File: src/rtl/tcr_pkg.sv
package tcr_pkg;

    localparam int unsigned VALUE_BITS_DEF = 16;

    typedef enum logic [3:0] {
        ST_IDLE,
        ST_CHECK,
        ST_EUC_DIV,
        ST_EUC_UPD,
        ST_GDIV_B,
        ST_GDIV_C,
        ST_RED_C,
        ST_MUL,
        ST_RED_X,
        ST_XMUL,
        ST_DONE
    } t_state;

endpackage

File: src/rtl/tcr_divider.sv
module tcr_divider import tcr_pkg::*; #(
    parameter int unsigned W = 2 * VALUE_BITS_DEF
) (
    input  logic         i_clk,
    input  logic         i_rst_n,
    input  logic         i_start,
    input  logic [W-1:0] i_num,
    input  logic [W-1:0] i_den,
    output logic         o_done,
    output logic [W-1:0] o_quo,
    output logic [W-1:0] o_rem
);

    localparam int unsigned CW = $clog2(W + 1);

    logic          r_busy;
    logic [CW-1:0] r_cnt;
    logic [W-1:0]  r_quo;
    logic [W-1:0]  r_rem;
    logic [W-1:0]  r_den;
    logic [W:0]    w_trial;
    logic [W:0]    w_diff;

    assign w_trial = {r_rem, r_quo[W-1]};
    assign w_diff  = w_trial - {1'b0, r_den};

    always_ff @(posedge i_clk) begin
        if (!i_rst_n) begin
            r_busy <= 1'b0;
            r_cnt  <= '0;
            o_done <= 1'b0;
        end else begin
            o_done <= 1'b0;
            if (i_start) begin
                r_busy <= 1'b1;
                r_cnt  <= CW'(W);
            end else if (r_busy) begin
                r_cnt <= r_cnt - 1'b1;
                if (r_cnt == CW'(1)) begin
                    r_busy <= 1'b0;
                    o_done <= 1'b1;
                end
            end
        end
    end

    always_ff @(posedge i_clk) begin
        if (i_start) begin
            r_quo <= i_num;
            r_rem <= '0;
            r_den <= i_den;
        end else if (r_busy) begin
            if (!w_diff[W]) begin
                r_rem <= w_diff[W-1:0];
                r_quo <= {r_quo[W-2:0], 1'b1};
            end else begin
                r_rem <= w_trial[W-1:0];
                r_quo <= {r_quo[W-2:0], 1'b0};
            end
        end
    end

    assign o_quo = r_quo;
    assign o_rem = r_rem;

    a_done_pulse: assert property (@(posedge i_clk) disable iff (!i_rst_n)
        o_done |=> !o_done) else $error("divider done held");
    a_busy_done: assert property (@(posedge i_clk) disable iff (!i_rst_n)
        o_done |-> $past(r_busy)) else $error("done without busy");
    a_no_restart: assert property (@(posedge i_clk) disable iff (!i_rst_n)
        r_busy && !i_start |=> r_busy || o_done) else $error("divider lost");

endmodule

File: src/rtl/two_coin_representability.sv
// Two-coin representability test.
// Input channel (i_valid/o_ready) takes coin_a, coin_b and target; each
// word yields one output word (o_valid/i_ready) carrying o_representable,
// which is 1 when target = x*coin_a + y*coin_b for some x, y >= 0.
// The block works on one word at a time and drops o_ready while busy.
// All divisions go through one shared restoring divider that retires one
// quotient bit per cycle. The time per word grows with the Euclid step
// count k (at most about 1.44*VALUE_BITS+2). A zero-target or
// double-zero-coin word goes from the check straight to the result, and a
// word with one zero coin needs a single division.
// A result waits in the output register while i_ready is low; the next
// input word is taken meanwhile, and its result holds the block until the
// waiting one is delivered.
// Reset (synchronous, active low) returns to idle and drops o_valid.
module two_coin_representability import tcr_pkg::*; #(
    parameter int unsigned VALUE_BITS = VALUE_BITS_DEF
) (
    input  logic        i_clk,
    input  logic        i_rst_n,
    input  logic        i_valid,
    output logic        o_ready,
    input  logic [15:0] i_coin_a,
    input  logic [15:0] i_coin_b,
    input  logic [15:0] i_target,
    output logic        o_valid,
    input  logic        i_ready,
    output logic        o_representable
);

    localparam int unsigned VB = (VALUE_BITS < 16) ? VALUE_BITS : 16;
    localparam int unsigned DW = 2 * VB;
    localparam int unsigned SW = VB + 2;

    t_state r_state, n_state;

    logic [VB-1:0]        r_a, r_b, r_c;
    logic [VB-1:0]        r_r1, r_g, r_br, r_cg, r_q;
    logic signed [SW-1:0] r_s0, r_s1;
    logic [DW-1:0]        r_prod;
    logic                 r_res;
    logic                 r_out;

    logic          w_start;
    logic [DW-1:0] w_num, w_den;
    logic          w_done;
    logic [DW-1:0] w_quo, w_rem;
    logic [VB-1:0] w_inv;
    logic          w_accept;
    logic          w_out_free;

    tcr_divider #(.W(DW)) u_div (
        .i_clk   (i_clk),
        .i_rst_n (i_rst_n),
        .i_start (w_start),
        .i_num   (w_num),
        .i_den   (w_den),
        .o_done  (w_done),
        .o_quo   (w_quo),
        .o_rem   (w_rem)
    );

    assign w_accept   = i_valid && o_ready;
    assign o_ready    = (r_state == ST_IDLE);
    assign w_out_free = !o_valid || i_ready;

    always_comb begin
        if (r_s0 < 0) begin
            w_inv = VB'(r_s0 + SW'(signed'({1'b0, r_br})));
        end else begin
            w_inv = VB'(r_s0);
        end
    end

    always_comb begin
        n_state = r_state;
        unique case (r_state)
            ST_IDLE:    if (w_accept) n_state = ST_CHECK;
            ST_CHECK: begin
                if (r_c == '0 || (r_a == '0 && r_b == '0)) begin
                    n_state = ST_DONE;
                end else if (r_a == '0 || r_b == '0) begin
                    n_state = ST_GDIV_C;
                end else begin
                    n_state = ST_EUC_DIV;
                end
            end
            ST_EUC_DIV: if (w_done) n_state = ST_EUC_UPD;
            ST_EUC_UPD: n_state = (w_rem == '0) ? ST_GDIV_C : ST_EUC_DIV;
            ST_GDIV_C: begin
                if (w_done) begin
                    if (w_rem != '0 || r_a == '0 || r_b == '0) begin
                        n_state = ST_DONE;
                    end else begin
                        n_state = ST_GDIV_B;
                    end
                end
            end
            ST_GDIV_B:  if (w_done) n_state = ST_RED_C;
            ST_RED_C:   if (w_done) n_state = ST_MUL;
            ST_MUL:     n_state = ST_RED_X;
            ST_RED_X:   if (w_done) n_state = ST_XMUL;
            ST_XMUL:    n_state = ST_DONE;
            ST_DONE:    if (w_out_free) n_state = ST_IDLE;
            default:    n_state = ST_IDLE;
        endcase
    end

    always_comb begin
        w_start = 1'b0;
        w_num   = '0;
        w_den   = '1;
        unique case (r_state)
            ST_CHECK: begin
                w_start = 1'b1;
                if (r_a == '0 || r_b == '0) begin
                    w_num = DW'(r_c);
                    w_den = DW'(r_a | r_b);
                end else begin
                    w_num = DW'(r_a);
                    w_den = DW'(r_b);
                end
            end
            ST_EUC_UPD: begin
                w_start = 1'b1;
                if (w_rem == '0) begin
                    w_num = DW'(r_c);
                    w_den = DW'(r_r1);
                end else begin
                    w_num = DW'(r_r1);
                    w_den = w_rem;
                end
            end
            ST_GDIV_C: begin
                w_start = w_done && (w_rem == '0) && (r_a != '0) && (r_b != '0);
                w_num   = DW'(r_b);
                w_den   = DW'(r_g);
            end
            ST_GDIV_B: begin
                w_start = w_done;
                w_num   = DW'(r_cg);
                w_den   = DW'(w_quo[VB-1:0]);
            end
            ST_MUL: begin
                w_start = 1'b1;
                w_num   = r_prod;
                w_den   = DW'(r_br);
            end
            default: begin
                w_start = 1'b0;
            end
        endcase
    end

    always_ff @(posedge i_clk) begin
        if (!i_rst_n) begin
            r_state <= ST_IDLE;
            o_valid <= 1'b0;
        end else begin
            r_state <= n_state;
            if (r_state == ST_DONE && w_out_free) begin
                o_valid <= 1'b1;
            end else if (i_ready) begin
                o_valid <= 1'b0;
            end
        end
    end

    always_ff @(posedge i_clk) begin
        unique case (r_state)
            ST_IDLE: begin
                if (w_accept) begin
                    r_a   <= i_coin_a[VB-1:0];
                    r_b   <= i_coin_b[VB-1:0];
                    r_c   <= i_target[VB-1:0];
                    r_res <= 1'b1;
                end
            end
            ST_CHECK: begin
                r_r1 <= r_b;
                r_s0 <= SW'(1);
                r_s1 <= '0;
                r_g  <= r_a | r_b;
                if (r_c != '0) r_res <= 1'b0;
            end
            ST_EUC_DIV: if (w_done) r_q <= w_quo[VB-1:0];
            ST_EUC_UPD: begin
                r_r1 <= w_rem[VB-1:0];
                r_s0 <= r_s1;
                r_s1 <= SW'(r_s0 - SW'(signed'({1'b0, r_q})) * r_s1);
                if (w_rem == '0) r_g <= r_r1;
            end
            ST_GDIV_C: begin
                if (w_done) begin
                    r_cg  <= w_quo[VB-1:0];
                    r_res <= (w_rem == '0) && (r_a == '0 || r_b == '0);
                end
            end
            ST_GDIV_B: if (w_done) r_br <= w_quo[VB-1:0];
            ST_RED_C:  if (w_done) r_prod <= DW'(w_rem[VB-1:0]) * DW'(w_inv);
            ST_RED_X:  if (w_done) r_prod <= DW'(w_rem[VB-1:0]) * DW'(r_a);
            ST_XMUL:   r_res <= (r_prod <= DW'(r_c));
            ST_DONE:   if (w_out_free) r_out <= r_res;
            default: begin
            end
        endcase
    end

    assign o_representable = r_out;

    a_no_accept_busy: assert property (@(posedge i_clk) disable iff (!i_rst_n)
        (r_state != ST_IDLE) |-> !o_ready) else $error("ready while busy");
    a_done_valid: assert property (@(posedge i_clk) disable iff (!i_rst_n)
        (r_state == ST_DONE) |=> o_valid) else $error("result not shown");
    a_hold: assert property (@(posedge i_clk) disable iff (!i_rst_n)
        o_valid && !i_ready |=> o_valid && $stable(o_representable))
        else $error("result changed under stall");
    a_zero_target: assert property (@(posedge i_clk) disable iff (!i_rst_n)
        (r_state == ST_DONE) && (r_c == '0) |-> r_res)
        else $error("zero target rejected");

endmodule

File: config.mk
export PLATFORM = sky130hd
export DESIGN_NAME = two_coin_representability
export DESIGN_NICKNAME = d
export VERILOG_FILES = /design/src/rtl/tcr_pkg.sv /design/src/rtl/tcr_divider.sv /design/src/rtl/two_coin_representability.sv
export SDC_FILE = /design/constraint.sdc
export NUM_CORES = 2
export LEC_CHECK = 0
export ABC_AREA = 1
export BUFFER_PORTS_ARGS = -buffer_cell sky130_fd_sc_hd__clkbuf_2
export CAP_MARGIN = 20
export CORE_ASPECT_RATIO = 0.75
export CORE_UTILIZATION = 35
export DETAILED_ROUTE_END_ITERATION = 16
export MAX_ROUTING_LAYER = met4
export SKIP_CTS_REPAIR_TIMING = 1
export SLEW_MARGIN = 20
export SYNTH_ARGS = -nofsm -noshare
export SYNTH_HDL_FRONTEND = slang
export SYNTH_HIERARCHICAL = 1
export SYNTH_SLANG_ARGS = --single-unit
File: constraint.sdc
create_clock -name i_clk -period 9.6 [get_ports i_clk]
set_input_delay 0.48 -clock i_clk [delete_from_list [all_inputs] [get_ports i_clk]]
set_output_delay 0.48 -clock i_clk [all_outputs]
set_load 0.01 [all_outputs]
Word-level counts from Yosys, hierarchy flattened
Index checks and enable logic that the tools add are counted.
{"block": "op_classes", "add_sub_neg": 4, "n_mul": 3, "n_lt_le_gt_ge": 2, "n_eq_ne": 20, "n_mux": 44, "bitwise_logic": 4, "n_reduce_logical": 39}
{"operator": "$pmux 32 s5", "n": 2}
{"operator": "$mux 32", "n": 6}
{"operator": "$mux 16", "n": 5}
{"operator": "$pmux 18 s2", "n": 2}
{"operator": "$mul 16x16->32", "n": 2}
{"operator": "$pmux 16 s2", "n": 2}
{"operator": "$pmux 32 s2", "n": 1}
{"operator": "$logic_not 16->1", "n": 3}
{"operator": "$reduce_bool 16->1", "n": 3}
{"operator": "$pmux 4 s11", "n": 1}
{"operator": "$mux 4", "n": 9}
{"operator": "$sub 33x32->33", "n": 1}
{"operator": "$le 32x16->1", "n": 1}
{"operator": "$logic_not 32->1", "n": 1}
{"operator": "$or 16x16->16", "n": 2}
{"operator": "$reduce_bool 32->1", "n": 1}
{"operator": "$lt 18x1->1 const B", "n": 1}
{"operator": "$mul 17x18->18", "n": 1}
{"operator": "$sub 18x18->18", "n": 1}
{"operator": "$add 16x16->16", "n": 1}
{"operator": "$eq 4x3->1 const B", "n": 4}
{"operator": "$eq 4x4->1 const B", "n": 3}
{"operator": "$mux 6", "n": 2}
{"operator": "$ne 2x1->1 const B", "n": 6}
{"operator": "22 further kinds", "n": 55}
{"block": "totals", "reg_bits": 307, "in_bits": 52, "out_inout_bits": 3, "elab_cells": 138}

Logic depth before layout (Yosys ltp)
{"block": "depth", "ltp_word": 6, "ltp_mapped": 39, "mapped_depth_nobuf": 39}

Hierarchy
The synthesis kept the hierarchy.
{"module": "two_coin_representability", "n_inst": 1, "cells_per_inst": 4286, "area_each_um2": 34385.5, "seq_area_each_um2": 6045.8}
{"module": "tcr_divider", "n_inst": 1, "cells_per_inst": 1045, "area_each_um2": 6882.9, "seq_area_each_um2": 2722.6}

Worst setup path after synthesis
Ideal clock, no wire load.
{"block": "synth_timing", "path_kind": "register -> register", "start": "register r_s0[0]", "end": "register r_prod[27], data pin", "setup_ps": 256, "arrival_ps": 6355, "required_time_ps": 9344, "slack_ps": 2989, "stages_incl_launch_ff": 33, "n_path_buf": 1, "synth_period_minus_slack_ps": 6611, "path_cell_list": "edfxtp_1 > ha_1 > fa_1 > nand3_1 > nand2_1 > nand2_1 > nand2_1 > nand2_1 > nand2_1 > nand2_1 > nand2_1 > nand2_1 > inv_1 > o21ai_2 > buf_4 > nand3_1 > fa_1 > inv_1 > fa_1 > fa_1 > fa_1 > fa_1 > inv_1 > fa_1 > inv_1 > ha_1 > a21oi_1 > a21boi_0 > and2_1 > o211ai_1 > or2_2 > nand3_1 > nand2_1"}
{"block": "synth_via", "elab_chain_len": 5, "word_cells_on_any_way": 6, "classes_between": "1 x add/sub; 1 x mul; 1 x order compare; 3 x mux"}
{"element": "from (decl)", "line_no": "two_coin_representability.sv:38", "source": "logic signed [SW-1:0] r_s0, r_s1;"}
{"element": "from (signal assigned)", "line_no": "two_coin_representability.sv:188", "source": "r_s0 <= r_s1;"}
{"element": "$add 16x16->16 or $lt 18x1->1 (tied branches)", "line_no": "two_coin_representability.sv:68, two_coin_representability.sv:67"}
{"element": "$mux 16 (*)", "line_no": "two_coin_representability.sv:67", "source": "if (r_s0 < 0) begin"}
{"element": "$mul 16x16->32 (*)", "line_no": "two_coin_representability.sv:199", "source": "ST_RED_C: if (w_done) r_prod <= DW'(w_rem[VB-1:0]) * DW'(w_inv);"}
{"element": "$mux 32 (*)", "line_no": "two_coin_representability.sv:199"}
{"element": "$pmux 32 s2 (*)", "line_no": "two_coin_representability.sv:169", "source": "unique case (r_state)"}
{"element": "to (signal assigned)", "line_no": "two_coin_representability.sv:199"}
{"element": "to (signal assigned)", "line_no": "two_coin_representability.sv:200", "source": "ST_RED_X: if (w_done) r_prod <= DW'(w_rem[VB-1:0]) * DW'(r_a);"}
{"element": "to (decl)", "line_no": "two_coin_representability.sv:39", "source": "logic [DW-1:0] r_prod;"}
Every way passes the cells marked *; elsewhere a longest branch is shown, timed or not. The select of a mux whose other input is x is not followed.
A chain may end at the register's enable or synchronous reset.

Worst setup path in the final report
{"block": "layout_timing", "start": "register r_s0[0]", "end": "register r_prod[23], data pin"}
The elaborated chain is that of the path after synthesis.

==> flow_summary.yaml <==
run_status:
  status: "finished, final reports clean"
drt:
  drt_iter0_markers: 3553
  wirelength_um: 133100
  first_pass_iters: 6
  routedWlPerCell_um: 19.42
  ant_nets: 0
  via_per_inst: 5.058
  vias: 34650
  route.detailed.drc: 0
critical_path:
  path_class: "reg2reg"
  cp_slowest_stage_delay_ns: 0.55
  critPathRequiredTime_ns: 9.92
  worstPathArrival_ns: 8.04
  startpoint_type: "register"
  crit_path_end_kind: "register"
  critPathMaxFanout: 11
  ff2ff_path_depth: 36
  r2r_end: "r_prod[23]"
  crit_path_frequent_cell: "nand2_1"
  rr_startpoint: "r_s0[0]"
  worst-r2r-setup-slack_ns: 1.87
  slowest_stage: "o21ai_2"
final_layout:
  syn2layout_area_growth_pct: 7.167
  fin_nets: 6187
  fin_cells: 6852
  fill_cells: 12040
  drive_gt1_share_pct: 4.838
  antenna_cells: 0
pwr:
  ir_drop_mv: 0.9134
  p_leak_nw: 22.47
  power_density_mw_per_mm2: 326.2
  power.total_mw: 14.43
clock_network:
  clock_sinks: 307
  cts_buffers: 38
  clockRootBuffer: "clkbuf_16"
  path_clk_slew_ns: 0.07
  htree_levels: 2
  cts_tree: "done"
  clk_latency_ns: 0.60
  max-clock-path-buffers: 3
floorplan:
  fp.dieArea_mm2: 0.1193
  ios: 55
  die_y_um: 299.4
  die_x_um: 398.5
  rows: 108
  start_util_pct: 35.47
  core_area_mm2: 0.1163
min_path:
  hold_path_depth: 1
  min-delay-start: "i_target[6]"
  hp-class: "in2reg"
  hold_end: "r_c[6]"
global_routing:
  grt_pass1_vias: 34040
  track_usage_pct: 23.34
  grt_pass1_wl_um: 206700
  grt_overflow: 0
  grt_max_degree: 57
  antenna_found_initial: 3
synth:
  synth.avg_cell_area_um2: 7.741
  syn_inst: 5331
  syn_area_mm2: 0.04127
  yosysWarnings: 6
  ys_seq_area_share_pct: 21.25
  syn_nets: 6236
  synth-seq-cells: 307
  synth_cell_types: 61
place:
  hpwl_um: 103100
  dp.cells: 6782
  port_buffers: 54
  routabilityCongestion: 0.9673
sta:
  relSlewSlack_pct: 18.65
  hold_viol: 0
  drv_slew: 0
  fmax_ghz: 0.1294
  finClkSkew_ns: 0.05145
  tightest_slew_ns: 1.220
  tns_ns: 0
  rsz0062_at_grt: "no"
  period_needed_ns: 7.728
  setup_viol: 0
  hold_ws_ns: 0.04893
  fin_crit_sh_pct: 80.50
job:
  drv_cap: 0
[routing by layer]
layer  up-vias  routed length (um)  track usage (%)
li1      16240                   -                -
met1     16770               63430            35.20
met2      1502               53320            31.87
met3       142               13960            5.034
met4         0                2365            4.142
met5         -                   0                -
[worst max-delay path: cells and delay by family, from the launching register on]
kind	cells	cell delay, ns
flip-flops	1	0.45
AND/OR/NAND/NOR	17	2.03
adder cells (fa/ha/maj)	9	3.77
buffers and inverters	6	0.40
AO/OA/AOI/OAI	4	0.84
[power breakdown]
| group | switching [mW] | internal (mW) | total [mW] |
|---|---|---|---|
| Clock | 0.645 | 0.861 | 1.51 |
| Sequential | 0.474 | 1.95 | 2.43 |
| Combinational | 6.85 | 3.65 | 10.5 |
[registers in the layout, indices dropped and copies added (netlist names), 18 cells and up]
name / cells
r_prod: 32
u_div/o_quo: 32
u_div/o_rem: 32
u_div/r_den: 32
r_s0: 18
r_s1: 18
[layout by cell type, fill, tap and decap left out, types with 9 or more instances in the layout]
master,Yosys,final
edfxtp_1,262,262
nand2_1,1439,1438
inv_2,15,16
o21bai_1,21,21
a21oi_1,188,188
xnor2_1,28,28
a22o_1,17,17
nand2_2,11,12
a211oi_1,11,11
o211ai_1,19,19
nor4_1,11,11
fa_1,515,515
o21ai_0,178,178
clkbuf_16,0,39
or2_2,18,18
dfxtp_1,45,43
nor2_4,6,10
nor2_1,393,386
a21o_1,13,13
inv_1,1202,1201
nand3_1,206,206
o2111ai_1,18,18
ha_1,338,338
buf_4,13,43
nand4_1,41,41
clkbuf_2,1,54
nor3_1,27,26
o21ai_2,9,9
xor2_1,22,22
[how the worst max path moves through the flow]
| stage | startpoint | end | slack [ns] | cells past startpoint |
|---|---|---|---|---|
| after floorplan | r_s0[0] | r_prod[27] | 2.99 | 32 |
| after global routing | r_s0[0] | r_prod[23] | 1.36 | 36 |
| after global placement | r_s0[0] | r_prod[30] | 2.01 | 34 |
| after detailed placement | r_s0[4] | r_prod[27] | 2.04 | 31 |
| final | r_s0[0] | r_prod[23] | 1.87 | 36 |
| after CTS | r_s0[4] | r_prod[27] | 1.98 | 31 |
[metrics by stage]
| stage | utilization (%) | cell area, um2 | setup WS, ns |
|---|---|---|---|
| after floorplan | - | 41270 | 2.989 |
| after global placement | 36.93 | 42960 | 2.010 |
| after detailed placement | 36.93 | 42960 | 2.042 |
| after CTS | 38.01 | 44230 | 1.979 |
| after global routing | 38.01 | 44230 | 1.357 |
| final | 38.01 | 44230 | 1.872 |
[synthesized netlist by cell type, drive strengths merged]
library cell / instances / area (um2)
o311ai: 1 / 8.760
nand3b: 6 / 45.04
buf: 90 / 524.3
and2: 7 / 43.79
a31oi: 5 / 31.28
xor2: 22 / 192.7
o211ai: 19 / 142.6
ha: 338 / 4229
nor4: 13 / 93.84
o21bai: 21 / 157.7
a21boi: 5 / 37.54
nor4b: 1 / 8.760
nand4: 45 / 324.1
a21oi: 189 / 949.7
o21a: 5 / 37.54
a2111oi: 8 / 82.58
and3: 2 / 12.51
a221oi: 9 / 103.9
dfxtp: 45 / 900.9
nand2: 1451 / 5482
a211oi: 11 / 82.58
nor2: 403 / 1568
o31ai: 5 / 37.54
a21o: 13 / 97.59
clkinv: 7 / 28.78
fa: 515 / 10310
xnor2: 28 / 245.2
o2111ai: 18 / 157.7
or2: 20 / 125.1
edfxtp: 262 / 7868
nor3b: 2 / 15.01
o21ai: 193 / 999.7
a22o: 17 / 148.9
o22ai: 1 / 6.260
nor3: 30 / 165.2
clkbuf: 96 / 361.6
nand3: 209 / 1061
inv: 1219 / 4583
[cells by family (layout without fill, tap and decap cells)]
group	Yosys count	after routing	share of synthesized area, %
AO/OA/AOI/OAI	520	520	7.468
XOR/XNOR	50	50	1.061
adder cells (fa/ha/maj)	853	853	35.23
buffers and inverters	1412	1393	13.32
flip-flops	307	307	21.25
AND/OR/NAND/NOR	2189	2189	21.67
[cell type report]
type	count	area, um2	area share (%)
timing repair buffer	97	593.1	1.341
tap	1540	1927	4.357
inverter	1226	4612	10.43
multi-input combinational	3612	27060	61.19
clock inverter	20	215.2	0.4866
clock buffer	50	1047	2.368
sequential	307	8771	19.83
(Power assumes the default switching activity.)
